**config.mk**
```make
export PLATFORM = sky130hd
export DESIGN_NAME = size_class_block_allocator_flat
export DESIGN_NICKNAME = d
export VERILOG_FILES = /design/src/rtl/scba_pkg.sv /design/src/rtl/scba_if.sv /design/src/rtl/scba_ctrl.sv /design/src/rtl/scba_dp.sv /design/src/rtl/size_class_block_allocator.sv /design/src/flat_wrapper.sv
export SDC_FILE = /design/constraint.sdc
export NUM_CORES = 2
export LEC_CHECK = 0
export BUFFER_PORTS_ARGS = -buffer_cell sky130_fd_sc_hd__buf_2
export CORE_MARGIN = 10
export CORE_UTILIZATION = 40
export DETAILED_ROUTE_END_ITERATION = 7
export PLACE_DENSITY_LB_ADDON = 0.12
export SETUP_SLACK_MARGIN = 0.4
export SYNTH_ARGS = -nofsm -noshare
export SYNTH_HDL_FRONTEND = slang
export SYNTH_SLANG_ARGS = --single-unit
```
**constraint.sdc**
```tcl
create_clock -name clk -period 7.1 [get_ports clk]
set_input_delay 0.355 -clock clk [delete_from_list [all_inputs] [get_ports clk]]
set_output_delay 0.355 -clock clk [all_outputs]
set_load 0.03 [all_outputs]
```
**src/rtl/scba_pkg.sv**
```systemverilog
// shared types, constants and status codes of the size class block allocator
// depends on nothing; every other rtl file imports it
`default_nettype none

package scba_pkg;

	// pool geometry
	localparam int BLOCKS_PER_CLASS = 256;
	localparam int NUM_CLASSES      = 4;
	localparam int CLS_W            = 2;
	localparam int MIN_BLOCK        = 32;
	localparam int MAX_REQ          = 256;

	// port field widths
	localparam int CMD_W  = 1;
	localparam int SIZE_W = 16;
	localparam int OFF_W  = 17;
	localparam int STS_W  = 3;
	localparam int USED_W = 17;

	// free map is kept as words of WORD_W block flags
	localparam int WORD_W          = 16;
	localparam int BIT_W           = $clog2(WORD_W);
	localparam int WORDS_PER_CLASS = (BLOCKS_PER_CLASS + WORD_W - 1) / WORD_W;
	localparam int WIDX_W          = (WORDS_PER_CLASS > 1) ? $clog2(WORDS_PER_CLASS) : 1;
	localparam int BLK_W           = WIDX_W + BIT_W;
	localparam int MEM_ADDR_W      = CLS_W + WIDX_W;
	localparam int MEM_DEPTH       = NUM_CLASSES * (1 << WIDX_W);
	localparam int LAST_BITS       = BLOCKS_PER_CLASS - (WORDS_PER_CLASS - 1) * WORD_W;
	localparam logic [WORD_W-1:0] LAST_MASK =
		WORD_W'((33'd1 << LAST_BITS) - 33'd1);

	// byte offsets inside the pool
	localparam int POOL_W = $clog2(BLOCKS_PER_CLASS * MIN_BLOCK * 16);
	localparam int CMP_W  = (POOL_W > OFF_W) ? POOL_W : OFF_W;
	localparam logic [CMP_W-1:0] BASE_1   = CMP_W'(BLOCKS_PER_CLASS * MIN_BLOCK * 1);
	localparam logic [CMP_W-1:0] BASE_2   = CMP_W'(BLOCKS_PER_CLASS * MIN_BLOCK * 3);
	localparam logic [CMP_W-1:0] BASE_3   = CMP_W'(BLOCKS_PER_CLASS * MIN_BLOCK * 7);
	localparam logic [CMP_W-1:0] POOL_END = CMP_W'(BLOCKS_PER_CLASS * MIN_BLOCK * 15);

	// request codes
	localparam logic [CMD_W-1:0] CMD_ALLOC = 1'b0;
	localparam logic [CMD_W-1:0] CMD_FREE  = 1'b1;

	// result status codes
	localparam logic [STS_W-1:0] STS_OK        = 3'd0;
	localparam logic [STS_W-1:0] STS_EXHAUSTED = 3'd1;
	localparam logic [STS_W-1:0] STS_TOO_LARGE = 3'd2;
	localparam logic [STS_W-1:0] STS_BAD_ADDR  = 3'd3;
	localparam logic [STS_W-1:0] STS_DBL_FREE  = 3'd4;

	// controller to datapath commands
	typedef struct packed {
		logic capture;
		logic look;
		logic commit;
	} ctrl_cmd_t;

endpackage

`default_nettype wire

```
**src/rtl/scba_if.sv**
```systemverilog
// request and response channel interfaces of the allocator
// depends on scba_pkg for field widths
`default_nettype none

interface scba_req_if;
	import scba_pkg::*;

	logic              valid;
	logic              ready;
	logic [CMD_W-1:0]  command;
	logic [SIZE_W-1:0] request_size;
	logic [OFF_W-1:0]  free_offset;

	modport source (output valid, output command, output request_size, output free_offset,
		input ready);
	modport sink (input valid, input command, input request_size, input free_offset,
		output ready);
endinterface

interface scba_rsp_if;
	import scba_pkg::*;

	logic              valid;
	logic              ready;
	logic [STS_W-1:0]  status;
	logic [OFF_W-1:0]  block_offset;
	logic [CLS_W-1:0]  size_class;
	logic [USED_W-1:0] bytes_in_use;

	modport source (output valid, output status, output block_offset, output size_class,
		output bytes_in_use, input ready);
	modport sink (input valid, input status, input block_offset, input size_class,
		input bytes_in_use, output ready);
endinterface

`default_nettype wire

```
**src/rtl/scba_ctrl.sv**
```systemverilog
// sequencing state machine of the allocator: accept, look up, commit
// depends on scba_pkg for the command struct
`default_nettype none

module scba_ctrl (
	input  logic                  clk,
	input  logic                  arst_n,
	input  logic                  in_valid,
	output logic                  in_ready,
	output logic                  out_valid,
	input  logic                  out_ready,
	output scba_pkg::ctrl_cmd_t   cmd
);
	import scba_pkg::*;

	typedef enum logic [2:0] {
		ST_IDLE   = 3'b001,
		ST_LOOK   = 3'b010,
		ST_UPDATE = 3'b100
	} state_t;

	state_t state_q;
	state_t state_nxt;
	logic   out_valid_q;
	logic   slot_free;

	assign slot_free   = !out_valid_q || out_ready;
	assign in_ready    = (state_q == ST_IDLE);
	assign out_valid   = out_valid_q;
	assign cmd.capture = in_valid && in_ready;
	assign cmd.look    = (state_q == ST_LOOK);
	assign cmd.commit  = (state_q == ST_UPDATE) && slot_free;

	always_comb begin
		state_nxt = state_q;
		unique case (state_q)
			ST_IDLE: begin
				if (cmd.capture) state_nxt = ST_LOOK;
			end
			ST_LOOK: begin
				state_nxt = ST_UPDATE;
			end
			ST_UPDATE: begin
				if (slot_free) state_nxt = ST_IDLE;
			end
			default: begin
				state_nxt = ST_IDLE;
			end
		endcase
	end

	always_ff @(posedge clk or negedge arst_n) begin
		if (!arst_n) begin
			state_q     <= ST_IDLE;
			out_valid_q <= 1'b0;
		end else begin
			state_q <= state_nxt;
			if (cmd.commit) begin
				out_valid_q <= 1'b1;
			end else if (out_ready) begin
				out_valid_q <= 1'b0;
			end
		end
	end

endmodule

`default_nettype wire

```
**src/rtl/scba_dp.sv**
```systemverilog
// allocator datapath: request decode, free map words, class summaries, byte count
// depends on scba_pkg for geometry, codes and the command struct
`default_nettype none

module scba_dp (
	input  logic                          clk,
	input  logic                          arst_n,
	input  scba_pkg::ctrl_cmd_t           cmd,
	input  logic [scba_pkg::CMD_W-1:0]    command,
	input  logic [scba_pkg::SIZE_W-1:0]   request_size,
	input  logic [scba_pkg::OFF_W-1:0]    free_offset,
	output logic [scba_pkg::STS_W-1:0]    status,
	output logic [scba_pkg::OFF_W-1:0]    block_offset,
	output logic [scba_pkg::CLS_W-1:0]    size_class,
	output logic [scba_pkg::USED_W-1:0]   bytes_in_use
);
	import scba_pkg::*;

	// free flags, one bit per block, 1 = free
	logic [WORD_W-1:0] mem [MEM_DEPTH];
	// word written since reset; an unwritten word reads as all free
	logic [MEM_DEPTH-1:0] wv_q;
	// class summary: word still holds a free block
	logic [NUM_CLASSES-1:0][WORDS_PER_CLASS-1:0] sum_q;
	logic [USED_W-1:0] used_q;

	// decoded request
	logic [CMD_W-1:0] cmd_s1;
	logic             too_big_s1;
	logic             bad_s1;
	logic [CLS_W-1:0] cls_s1;
	logic [BLK_W-1:0] blk_s1;
	logic [OFF_W-1:0] off_s1;

	// looked-up word
	logic [WORD_W-1:0] rd_s2;
	logic              wv_s2;
	logic [WIDX_W-1:0] widx_s2;
	logic              exh_s2;

	// result register
	logic [STS_W-1:0]  status_q;
	logic [OFF_W-1:0]  block_offset_q;
	logic [CLS_W-1:0]  size_class_q;
	logic [USED_W-1:0] bytes_q;

	// decode
	logic [CLS_W-1:0] a_cls;
	logic [CLS_W-1:0] f_cls;
	logic [CMP_W-1:0] off_x;
	logic [CMP_W-1:0] f_base;
	logic [CMP_W-1:0] rel;
	logic             misalign;
	logic [BLK_W-1:0] f_blk;

	always_comb begin
		if (request_size <= SIZE_W'(MIN_BLOCK)) begin
			a_cls = 2'd0;
		end else if (request_size <= SIZE_W'(MIN_BLOCK * 2)) begin
			a_cls = 2'd1;
		end else if (request_size <= SIZE_W'(MIN_BLOCK * 4)) begin
			a_cls = 2'd2;
		end else begin
			a_cls = 2'd3;
		end

		off_x = CMP_W'(free_offset);
		if (off_x >= BASE_3) begin
			f_cls  = 2'd3;
			f_base = BASE_3;
		end else if (off_x >= BASE_2) begin
			f_cls  = 2'd2;
			f_base = BASE_2;
		end else if (off_x >= BASE_1) begin
			f_cls  = 2'd1;
			f_base = BASE_1;
		end else begin
			f_cls  = 2'd0;
			f_base = '0;
		end
		rel = off_x - f_base;

		case (f_cls)
			2'd0: begin
				misalign = |rel[4:0];
				f_blk    = BLK_W'(rel >> 5);
			end
			2'd1: begin
				misalign = |rel[5:0];
				f_blk    = BLK_W'(rel >> 6);
			end
			2'd2: begin
				misalign = |rel[6:0];
				f_blk    = BLK_W'(rel >> 7);
			end
			default: begin
				misalign = |rel[7:0];
				f_blk    = BLK_W'(rel >> 8);
			end
		endcase
	end

	always_ff @(posedge clk) begin
		if (cmd.capture) begin
			cmd_s1     <= command;
			too_big_s1 <= (request_size > SIZE_W'(MAX_REQ));
			bad_s1     <= (off_x >= POOL_END) || misalign;
			cls_s1     <= (command == CMD_FREE) ? f_cls : a_cls;
			blk_s1     <= f_blk;
			off_s1     <= free_offset;
		end
	end

	// look-up: first word of the class with a free block, or the word to free
	logic [WORDS_PER_CLASS-1:0] sum_row;
	logic [WIDX_W-1:0]          sum_pe;
	logic [WIDX_W-1:0]          look_widx;
	logic [MEM_ADDR_W-1:0]      look_addr;

	always_comb begin
		sum_row = sum_q[cls_s1];
		sum_pe  = '0;
		for (int i = WORDS_PER_CLASS - 1; i >= 0; i--) begin
			if (sum_row[i]) sum_pe = WIDX_W'(i);
		end
		look_widx = (cmd_s1 == CMD_FREE) ? blk_s1[BLK_W-1:BIT_W] : sum_pe;
		look_addr = {cls_s1, look_widx};
	end

	always_ff @(posedge clk) begin
		if (cmd.look) begin
			rd_s2   <= mem[look_addr];
			wv_s2   <= wv_q[look_addr];
			widx_s2 <= look_widx;
			exh_s2  <= !(|sum_row);
		end
	end

	// update
	logic [WORD_W-1:0]     word;
	logic [BIT_W-1:0]      a_bit;
	logic [BIT_W-1:0]      sel_bit;
	logic [WORD_W-1:0]     onehot;
	logic [BLK_W-1:0]      blk_sel;
	logic [CMP_W-1:0]      a_off;
	logic [USED_W-1:0]     cls_bytes;
	logic [WORD_W-1:0]     new_word;
	logic                  upd;
	logic [STS_W-1:0]      sts_nxt;
	logic [OFF_W-1:0]      off_nxt;
	logic [CLS_W-1:0]      cls_nxt;
	logic [USED_W-1:0]     used_nxt;
	logic [MEM_ADDR_W-1:0] wr_addr;

	always_comb begin
		if (wv_s2) begin
			word = rd_s2;
		end else if (widx_s2 == WIDX_W'(WORDS_PER_CLASS - 1)) begin
			word = LAST_MASK;
		end else begin
			word = '1;
		end

		a_bit = '0;
		for (int i = WORD_W - 1; i >= 0; i--) begin
			if (word[i]) a_bit = BIT_W'(i);
		end
		sel_bit = (cmd_s1 == CMD_FREE) ? blk_s1[BIT_W-1:0] : a_bit;
		onehot  = WORD_W'(1) << sel_bit;
		blk_sel = {widx_s2, sel_bit};
		cls_bytes = USED_W'(MIN_BLOCK) << cls_s1;

		case (cls_s1)
			2'd0:    a_off = CMP_W'(blk_sel) << 5;
			2'd1:    a_off = BASE_1 + (CMP_W'(blk_sel) << 6);
			2'd2:    a_off = BASE_2 + (CMP_W'(blk_sel) << 7);
			default: a_off = BASE_3 + (CMP_W'(blk_sel) << 8);
		endcase

		upd      = 1'b0;
		new_word = word;
		sts_nxt  = STS_OK;
		off_nxt  = '0;
		cls_nxt  = cls_s1;
		used_nxt = used_q;
		if (cmd_s1 == CMD_ALLOC) begin
			if (too_big_s1) begin
				sts_nxt = STS_TOO_LARGE;
				cls_nxt = '0;
			end else if (exh_s2) begin
				sts_nxt = STS_EXHAUSTED;
			end else begin
				upd      = 1'b1;
				new_word = word & ~onehot;
				off_nxt  = a_off[OFF_W-1:0];
				used_nxt = used_q + cls_bytes;
			end
		end else begin
			if (bad_s1) begin
				sts_nxt = STS_BAD_ADDR;
				cls_nxt = '0;
			end else if (|(word & onehot)) begin
				sts_nxt = STS_DBL_FREE;
			end else begin
				upd      = 1'b1;
				new_word = word | onehot;
				off_nxt  = off_s1;
				used_nxt = used_q - cls_bytes;
			end
		end
		wr_addr = {cls_s1, widx_s2};
	end

	always_ff @(posedge clk) begin
		if (cmd.commit && upd) begin
			mem[wr_addr] <= new_word;
		end
	end

	always_ff @(posedge clk or negedge arst_n) begin
		if (!arst_n) begin
			wv_q   <= '0;
			sum_q  <= '1;
			used_q <= '0;
		end else if (cmd.commit && upd) begin
			wv_q[wr_addr]           <= 1'b1;
			sum_q[cls_s1][widx_s2]  <= |new_word;
			used_q                  <= used_nxt;
		end
	end

	always_ff @(posedge clk) begin
		if (cmd.commit) begin
			status_q       <= sts_nxt;
			block_offset_q <= off_nxt;
			size_class_q   <= cls_nxt;
			bytes_q        <= used_nxt;
		end
	end

	assign status       = status_q;
	assign block_offset = block_offset_q;
	assign size_class   = size_class_q;
	assign bytes_in_use = bytes_q;

endmodule

`default_nettype wire

```
**src/rtl/size_class_block_allocator.sv**
```systemverilog
// top level of the size class block allocator: controller plus datapath
// depends on scba_pkg, scba_if, scba_ctrl and scba_dp
//
// usage
//   req channel: a word carries command (alloc or free), request_size and
//   free_offset; it is taken when req.valid and req.ready are both high
//   rsp channel: one word per request with status, block_offset, size_class
//   and bytes_in_use after the request
//   an alloc takes the lowest free block of the smallest class that fits,
//   a free checks range, block alignment and double free
// request sequence
//   per request: accept, look up the free map word, then update and load the
//   response register, valid the cycle after that; a new request is taken only
//   in idle. The free map lives in a memory of 16-block words, so each request
//   waits on its registered word read before the read-modify-write can complete
// reset
//   every block free and the byte count zero at once; unwritten words read as
//   all free, so no clearing sweep is run
// stall
//   a finished response waits in its register while the next request is
//   already taken; a request meeting a held response waits in its update step
`default_nettype none

module size_class_block_allocator (
	input logic        clk,
	input logic        arst_n,
	scba_req_if.sink   req,
	scba_rsp_if.source rsp
);
	import scba_pkg::*;

	ctrl_cmd_t cmd;

	// sequencing: idle/accept, look-up, commit
	scba_ctrl u_ctrl (
		.clk       (clk),
		.arst_n    (arst_n),
		.in_valid  (req.valid),
		.in_ready  (req.ready),
		.out_valid (rsp.valid),
		.out_ready (rsp.ready),
		.cmd       (cmd)
	);

	// decode, free map, summaries and response register
	scba_dp u_dp (
		.clk          (clk),
		.arst_n       (arst_n),
		.cmd          (cmd),
		.command      (req.command),
		.request_size (req.request_size),
		.free_offset  (req.free_offset),
		.status       (rsp.status),
		.block_offset (rsp.block_offset),
		.size_class   (rsp.size_class),
		.bytes_in_use (rsp.bytes_in_use)
	);

	// only one step of the sequence is active in any cycle
	a_one_step: assert property (@(posedge clk) disable iff (!arst_n)
		$onehot0({cmd.capture, cmd.look, cmd.commit}))
		else $error("more than one controller step active");

	// every accepted word has a response waiting once its look-up and update steps are done
	a_rsp_follows: assert property (@(posedge clk) disable iff (!arst_n)
		(req.valid && req.ready) |-> ##3 rsp.valid)
		else $error("no response after accepted request");

	// error responses carry no block offset
	a_err_offset: assert property (@(posedge clk) disable iff (!arst_n)
		(rsp.valid && rsp.status != STS_OK) |-> (rsp.block_offset == '0))
		else $error("error response with nonzero offset");

	// oversize and bad-address responses report class zero
	a_err_class: assert property (@(posedge clk) disable iff (!arst_n)
		(rsp.valid && (rsp.status == STS_TOO_LARGE || rsp.status == STS_BAD_ADDR))
		|-> (rsp.size_class == '0))
		else $error("class reported on range error");

endmodule

`default_nettype wire
```
**src/flat_wrapper.sv**
```systemverilog
// flat-port wrapper written by rule: the top's interface ports become plain ports
module size_class_block_allocator_flat import scba_pkg::*;
  (clk, arst_n, req_valid, req_command, req_request_size, req_free_offset, req_ready, rsp_valid, rsp_status, rsp_block_offset, rsp_size_class, rsp_bytes_in_use, rsp_ready);
  scba_req_if req_i ();
  scba_rsp_if rsp_i ();
  input logic clk;
  input logic arst_n;
  input wire logic [$bits(req_i.valid)-1:0] req_valid;
  input wire logic [$bits(req_i.command)-1:0] req_command;
  input wire logic [$bits(req_i.request_size)-1:0] req_request_size;
  input wire logic [$bits(req_i.free_offset)-1:0] req_free_offset;
  output wire logic [$bits(req_i.ready)-1:0] req_ready;
  output wire logic [$bits(rsp_i.valid)-1:0] rsp_valid;
  output wire logic [$bits(rsp_i.status)-1:0] rsp_status;
  output wire logic [$bits(rsp_i.block_offset)-1:0] rsp_block_offset;
  output wire logic [$bits(rsp_i.size_class)-1:0] rsp_size_class;
  output wire logic [$bits(rsp_i.bytes_in_use)-1:0] rsp_bytes_in_use;
  input wire logic [$bits(rsp_i.ready)-1:0] rsp_ready;
  assign req_i.valid = req_valid;
  assign req_i.command = req_command;
  assign req_i.request_size = req_request_size;
  assign req_i.free_offset = req_free_offset;
  assign req_ready = req_i.ready;
  assign rsp_valid = rsp_i.valid;
  assign rsp_status = rsp_i.status;
  assign rsp_block_offset = rsp_i.block_offset;
  assign rsp_size_class = rsp_i.size_class;
  assign rsp_bytes_in_use = rsp_i.bytes_in_use;
  assign rsp_i.ready = rsp_ready;
  size_class_block_allocator u_core (.clk(clk), .arst_n(arst_n), .req(req_i), .rsp(rsp_i));
endmodule
```
; Word-level counts from Yosys, hierarchy flattened
; Memories as Yosys holds them, arrays and structs flattened. A register that Yosys moved wholly into a read port is not among the register bits.
; Cells that the tools add are included.
[classes]
n_mux = 94
reduce_logical = 21
n_shift = 2
eq_ne = 9
n_bitwise = 5
n_lt_le_gt_ge = 15
addsub = 6
[ops]
columns = op, count
row1 = 17-bit 2-to-1 mux, 10
row2 = 16-bit 2-to-1 mux, 10
row3 = 4-bit 2-to-1 mux, 34
row4 = 64-bit bitwise mux, 1
row5 = 64-bit bitwise OR, 1
row6 = 17-bit one-hot mux with 3 select lines, 1
row7 = 16-bit OR reduction, 3
row8 = 16-bit AND, 2
row9 = 16-bit binary-select mux with 2-bit select, 1
row10 = 16-bit demux with 2-bit select, 1
row11 = 8-bit one-hot mux with 3 select lines, 1
row12 = 2-bit 2-to-1 mux, 9
row13 = 16-bit by 16-bit adder with 17-bit output (first input constant), 1
row14 = 17-bit adder, 1
row15 = 17-bit by 14-bit >= comparator with 1-bit output (second input constant), 1
row16 = 17-bit by 15-bit >= comparator with 1-bit output (second input constant), 1
row17 = 17-bit by 16-bit >= comparator with 1-bit output (second input constant), 1
row18 = 17-bit >= comparator (second input constant), 1
row19 = 6-bit by 2-bit left shift with 17-bit output (first input constant), 1
row20 = 17-bit subtractor, 1
row21 = 15-bit by 15-bit adder with 16-bit output (first input constant), 1
row22 = 16-bit by 9-bit greater-than comparator with 1-bit output (second input constant), 1
row23 = 16-bit by 6-bit less-or-equal comparator with 1-bit output (second input constant), 1
row24 = 16-bit by 7-bit less-or-equal comparator with 1-bit output (second input constant), 1
row25 = other kinds (37), 66
[totals]
output_inout_bits = 41
mem_bits_rw = 1024
wordCells = 174
in_bits = 38
ff_bits = 224
n_memories = 1
[mem_list]
columns = memory, depth, width, rd, rd_ports_with_merged_regs, write_ports, line
row1 = u_core.u_dp.mem, 64, 16, 1, 1, 1, scba_dp.sv:20  ; logic [WORD_W-1:0] mem [MEM_DEPTH];

; Logic depth before layout (Yosys ltp)
[depth]
depth_word = 27
mapped_depth = 17
mapped_depth_nobuf = 14

; By module
; A second synthesis with hierarchy kept.
[hier_totals]
cells_unflattened = 3856
hier_area_um2 = 53164.7
[modules_own_cells]
columns = module, seq_area_each_um2, cells_per_inst, n_inst, area_per_inst_um2
row1 = scba_dp, 36915.4, 3837, 1, 52943.3
row2 = scba_ctrl, 101.3, 19, 1, 221.5

; Worst setup path before layout
; OpenSTA, ideal clock, no wires.
[synth_timing]
path_kind = register -> register
startpoint = register u_core.u_dp.rd_s2[13] (read register of u_core.u_dp.mem)
endpoint = memory u_core.u_dp.mem[0][5], data pin
required_ns = 6.398
slack_ns = 0.725
setup_ns = 0.702
path_stages_with_launch = 13
n_path_buf = 2
arrival_time_ns = 5.674
period_less_slack_ns = 6.375
path_cell_list = edfxtp_1 -> or4b_1 -> o211ai_1 -> a21oi_1 -> nor3_4 -> nand4b_1 -> o221ai_1 -> a2111o_1 -> buf_2 -> nor2_2 -> clkbuf_1 -> nand2_1 -> o21ai_0
[synth_via]
elab_chain_cells = 22
elab_cells_between_ends = 27
classes_between = shift: 1 / mux: 21 / bitwise: 4 / reduce/logical: 1
[synth_lines]
columns = item, line
row1 = "start, declared", scba_dp.sv:36  ; logic [WORD_W-1:0] rd_s2;
row2 = 16-bit 2-to-1 mux *, scba_dp.sv:156  ; if (wv_s2) begin
row3 = 4-bit 2-to-1 mux (14 in series), scba_dp.sv:166  ; if (word[i]) a_bit = BIT_W'(i);
row4 = 4-bit 2-to-1 mux, scba_dp.sv:168  ; sel_bit = (cmd_s1 == CMD_FREE) ? blk_s1[BIT_W-1:0] : a_bit;
row5 = 1-bit by 4-bit left shift with 16-bit output, scba_dp.sv:169  ; onehot = WORD_W'(1) << sel_bit;
row6 = 16-bit AND or 16-bit inverter (tied branches), "scba_dp.sv:202, scba_dp.sv:194"
row7 = 16-bit OR reduction or 16-bit AND (tied branches), "scba_dp.sv:202, scba_dp.sv:194"
row8 = 16-bit 2-to-1 mux (on tied branches), "scba_dp.sv:202, scba_dp.sv:190"
row9 = 16-bit 2-to-1 mux (on tied branches), "scba_dp.sv:199, scba_dp.sv:187"
row10 = 16-bit 2-to-1 mux *, scba_dp.sv:186  ; if (cmd_s1 == CMD_ALLOC) begin
row11 = net u_core.u_dp.new_word[5], scba_dp.sv:147  ; logic [WORD_W-1:0] new_word;
row12 = "end, declared", scba_dp.sv:20
; The timed path passes the listed nets; every way through them passes the cells marked *.

; Worst setup path in the final report
[layout_timing]
startpoint = register u_core.u_dp.cmd_s1
endpoint = memory u_core.u_dp.mem[14][4] (enable)
[layout_via]
elab_chain_cells = 10
[layout_lines]
columns = item, line
row1 = "start, declared", scba_dp.sv:28  ; logic [CMD_W-1:0] cmd_s1;
row2 = "start signal, assigned", scba_dp.sv:105  ; cmd_s1 <= command;
row3 = 4-bit 2-to-1 mux, scba_dp.sv:168
row4 = 1-bit by 4-bit left shift with 16-bit output, scba_dp.sv:169
row5 = 16-bit AND, scba_dp.sv:202  ; end else if (|(word & onehot)) begin
row6 = 16-bit OR reduction, scba_dp.sv:202
row7 = 1-bit 2-to-1 mux, scba_dp.sv:202
row8 = 1-bit 2-to-1 mux, scba_dp.sv:199  ; if (bad_s1) begin
row9 = 1-bit 2-to-1 mux *, scba_dp.sv:186
row10 = 1-bit logical AND *, scba_dp.sv:215  ; if (cmd.commit && upd) begin
row11 = 1-bit 2-to-1 mux *, scba_dp.sv:215
row12 = 1-bit 2-to-1 mux (implied by the code) *, scba_dp.sv:216  ; mem[wr_addr] <= new_word;
; Every way passes the cells marked *; elsewhere a longest branch is shown, timed or not.

==> results.md <==
Timing:
- The worst slew slack as a fraction of its limit is approximately 19%.
- The hold slack is ~0.16 ns.
- The final number of setup-violating endpoints is 0.
- Subtracting the final worst setup slack from the clock period gives ~6 ns.
- The setup skew after layout is 0.0315 ns.
- The setup TNS after final layout is 0 ns.
- The fraction of the cycle the final worst path needs is a little over four fifths.
- Setup repair after global routing left no endpoint under its margin.
- The max-slew violation count is 0.
- For this run, the top clock speed supported by timing is 168 MHz.
- The final worst slack is around 1.1 ns.
- For the pin with the worst max-slew slack, the measured transition is 1.21 ns.
- The number of endpoints with negative hold slack in the final report is 0.

Routing:
- The top metal layer carrying routed signals is met4.
- In this run, the number of DRC markers left after iteration 0 of detailed routing was about 3.7k.
- The first detailed-routing pass ran for 7 iterations.
- The routed design uses approximately 12 mm of met3 wire.
- The number of nets with antenna violations after routing is 0.
- The routed metal-1 wirelength is about 75 mm.
- The routed layout has 35.0k vias.
- In the routed design, unresolved DRC markers number 0.
- In the routed layout, each cell is associated on average with a via count of 5.82.
- Wire segments on met2 add up to slightly below 80 mm in the final route.
- In the final routed layout, each cell accounts on average for about 28 um.
- The overall routed net length is 170 mm.

Placement:
- The estimated wirelength of the detail-placed design is a little over 100 mm.
- The worst-case setup slack after placement is 1.42 ns.
- The final weighted congestion in routability-driven placement is roughly 0.95.
- The number of port buffers is 73.

Logic synthesis:
- The instance count of the mapped netlist is roughly 4.0k.
- The complex-gate fraction of the synthesized area is approximately 7.7%.
- The combinational family with the most area after synthesis is simple AND/OR/NAND/NOR gates.
- Counting flops with an async set or reset pin after synthesis yields a share of 11.5%.
- Sequential cells were found to cover between 70% and 80% of the synthesized design area.
- After Yosys synthesis, full adders, half adders and majority gates account for 0.577% of the synthesized area.
- The primary flip-flop cell chosen by synthesis mapping is edfxtp_1.
- Counting flops with a built-in enable in the synthesized netlist gives ~1.1k.
- The share of Yosys cell area claimed by the top area cell type is between 60% and 70%.
- The number of different library cells in the post-synthesis netlist is 87.
- By area the synthesized netlist is led by edfxtp_1, nand2_1, dfrtp_1, dfstp_2, nand3_1.
- The netlist area before placement is between 0.05 and 0.06 mm2.
- The biggest area contributor in the post-synthesis netlist is edfxtp_1.
- The fraction of synthesized area in multiplexers is around 3.5%.
- Counting instances in the post-synthesis netlist gives the leading cell types as edfxtp_1, nand2_1, nand3_1.
- After Yosys synthesis, and, or, nand and nor cells account for about 14% of the synthesized area.
- The average instance area after synthesis is ~13 um2.
- The total number of yosys warnings is 0.
- The xor/xnor cell area share of the yosys netlist is less than 1%.
- After synthesis the netlist holds a flip-flop and latch count of 1254.
- By instance count, the leading cell after synthesis is edfxtp_1.

Setup path:
- Data arrives at the worst endpoint at approximately 6.4 ns.
- STA classifies the critical path startpoint as a flip-flop.
- Of all nets on the critical path, the largest fanout is 24.
- For the worst setup path, the data required time is 7.56 ns.
- The type of destination of the critical path is a flip-flop.
- The critical path class is flip-flop to flip-flop.
- The signal on the critical path passes through buf_4, nor3_1, nand4_1, o21ai_1, o21ai_0, o21ai_0, o32ai_1, a2111o_1, o21ai_4, nand3_1, nor2_1, buf_4.
- The flop-to-flop setup slack is 1.15 ns.
- The biggest cell delay along the critical path is roughly 0.86 ns.
- On the critical path, the stage with the largest delay is an instance of nor2_1.

Floorplan:
- Pin placement for this block handled 79 I/O pins.
- The die footprint is about 0.14 mm2.
- The die is about 380 um wide.
- Once the floorplan was initialized, standard cells occupied roughly two fifths of the core.
- The total core area is approximately 0.13 mm2.
- The cell row count is 132.
- The vertical die dimension is 381 um.

Clocking:
- The clock tree from TritonCTS is yes.
- For the worst-skew pair, the clock arrives at the later sink with an insertion delay of between 0.7 and 0.8 ns.
- The number of clock sinks seen by CTS is 1254.
- The clock-pin transition on the worst setup and hold timing paths is 0.06 ns.
- CTS built an H-tree with a depth of 4.
- Counting along the longest clock path gives a buffer depth of 3.
- After clock tree synthesis, the flow added hold-fix buffers numbering 24.
- The number of gates resized after CTS was 0.
- Once the clock tree was built, the setup fixing pass inserted 0 buffers.
- Buffers inserted during clock tree synthesis total between 100 and 150.
- In this run the clock root is driven by a clkbuf_16.

GRT:
- Global routing consumed, over all layers together, 22.8% of the routing resources.
- The global-route wire length before repair is 246 mm.
- The initial antenna violation count is 9.
- The number of global-route vias before repair is 33.9k.
- Entering global routing, the biggest net connects 151 pins.
- The total overflow reported by the global router is 0.

Finish:
- The net count of the finished layout is about 4.2k.
- The area added between synthesis and finish is 14.6%.
- The layout cell share with drive strength beyond 1 is 13.6%.
- The final design utilization is between 40% and 50%.

Power:
- The maximum ir drop on the vdd rail is 251 uV.
- The areal power density over the cells is 325 mW/mm2.
- The leakage component of the power is 20.1 nW.
- The overall power consumption is about 19 mW.

Job:
- The number of violations of the max-capacitance limit is 0.

Outcome:
- The run finished with clean final reports.

Min path:
- The worst hold-check path type is primary input to flip-flop.
==> worst max-delay path: cells and delay by family, from the launching register on <==
| family | cells | cell delay (ns) |
|---|---|---|
| AOI/OAI and AO/OA | 6 | 2.40 |
| buffers and inverters | 2 | 0.57 |
| DFF | 1 | 0.35 |
| and+or+nand+nor | 4 | 2.30 |
==> path summary, 6_finish.rpt <==
kind                                            end  depth (start not counted)            startpoint
max                          u_core.u_dp.mem[14][4]                         12    u_core.u_dp.cmd_s1
min                           u_core.u_dp.cls_s1[0]                          5   req_request_size[8]
max reg2reg                  u_core.u_dp.mem[14][4]                         12    u_core.u_dp.cmd_s1
min reg2reg                    u_core.u_dp.wv_q[20]                          1  u_core.u_dp.wv_q[20]
max in group asynchronous  u_core.u_ctrl.state_q[1]                          3                arst_n
min in group asynchronous      u_core.u_dp.wv_q[16]                          2                arst_n
==> stage by stage <==
| stage | instances | area, um2 |
|---|---|---|
| after global routing | 6001 | 59600 |
| final | 6002 | 59600 |
| after CTS | 6000 | 59600 |
| after detailed placement | 5729 | 55000 |
| after global placement | 5728 | 55000 |
| after floorplan | 4022 | 52000 |
==> report_power, final <==
part           switching [mW]  internal (mW)  leakage, nW
logic                    3.02          0.994         6.44
registers              0.0880           8.37         11.6
clock network            2.92           3.99         2.10
total                    6.03           13.4         20.1
==> per-layer routing <==
metal	track usage [%]	up-vias
met5	0	-
met1	32.5	17900
met3	3.91	280
li1	-	15300
met2	35.7	1442
met4	6.57	0
==> cell type report <==
cell class	instances	area [um2]
clock inverters	64	489
diodes	1	2.50
inverters	29	126
multi-input cells	2489	14100
clock buffers	183	3820
fillers	11600	69700
flip-flops and latches	1254	37000
well taps	1742	2180
repair buffers	240	1880
==> flip-flops by register name, indices dropped and copies added, names as in the netlist, 3 cells and up <==
signal,count
u_core.u_dp.mem,1024
u_core.u_dp.widx_s2,4
u_core.u_dp.used_q,12
u_core.u_dp.sum_q,64
u_core.u_dp.off_s1,17
u_core.u_ctrl.state_q,3
u_core.u_dp.wv_q,64
u_core.u_dp.status,3
u_core.u_dp.block_offset,17
u_core.u_dp.rd_s2,16
u_core.u_dp.blk_s1,8
u_core.u_dp.bytes_in_use,12
==> placed cells by master (no fill, tap or decap), types with 9 or more instances in the layout <==
master,netlist,routed
dfstp_2,65,65
clkinv_1,4,38
nor3_1,32,31
a32oi_1,49,48
nand3_1,318,318
dfrtp_1,79,79
clkbuf_1,119,31
buf_2,79,72
nor2b_1,14,14
nor2_1,220,182
o21ai_0,41,35
buf_4,12,129
mux4_2,30,30
o22ai_1,20,17
ha_1,20,20
nand2_1,931,930
o21bai_1,65,65
nand2b_1,12,12
inv_1,21,20
nand4_1,111,111
nor4_1,15,15
edfxtp_1,1110,1110
clkinv_2,0,15
clkbuf_8,0,9
mux2i_1,106,106
nor2_2,2,36
a21oi_1,75,72
buf_12,0,12
and3_1,14,14
xnor2_1,11,11
a22oi_1,12,11
clkbuf_16,0,143
dlygate4sd3_1,0,24
a31oi_1,218,218
==> cell families after synthesis <==
| logic type | Yosys count |
|---|---|
| other | 1 |
| adder cells (fa/ha/maj) | 23 |
| AO/OA/AOI/OAI | 580 |
| AND/OR/NAND/NOR | 1722 |
| buffers and inverters | 279 |
| XOR/XNOR | 19 |
| flip-flops | 1254 |
| multiplexers | 140 |
(Power assumes the default switching activity.)
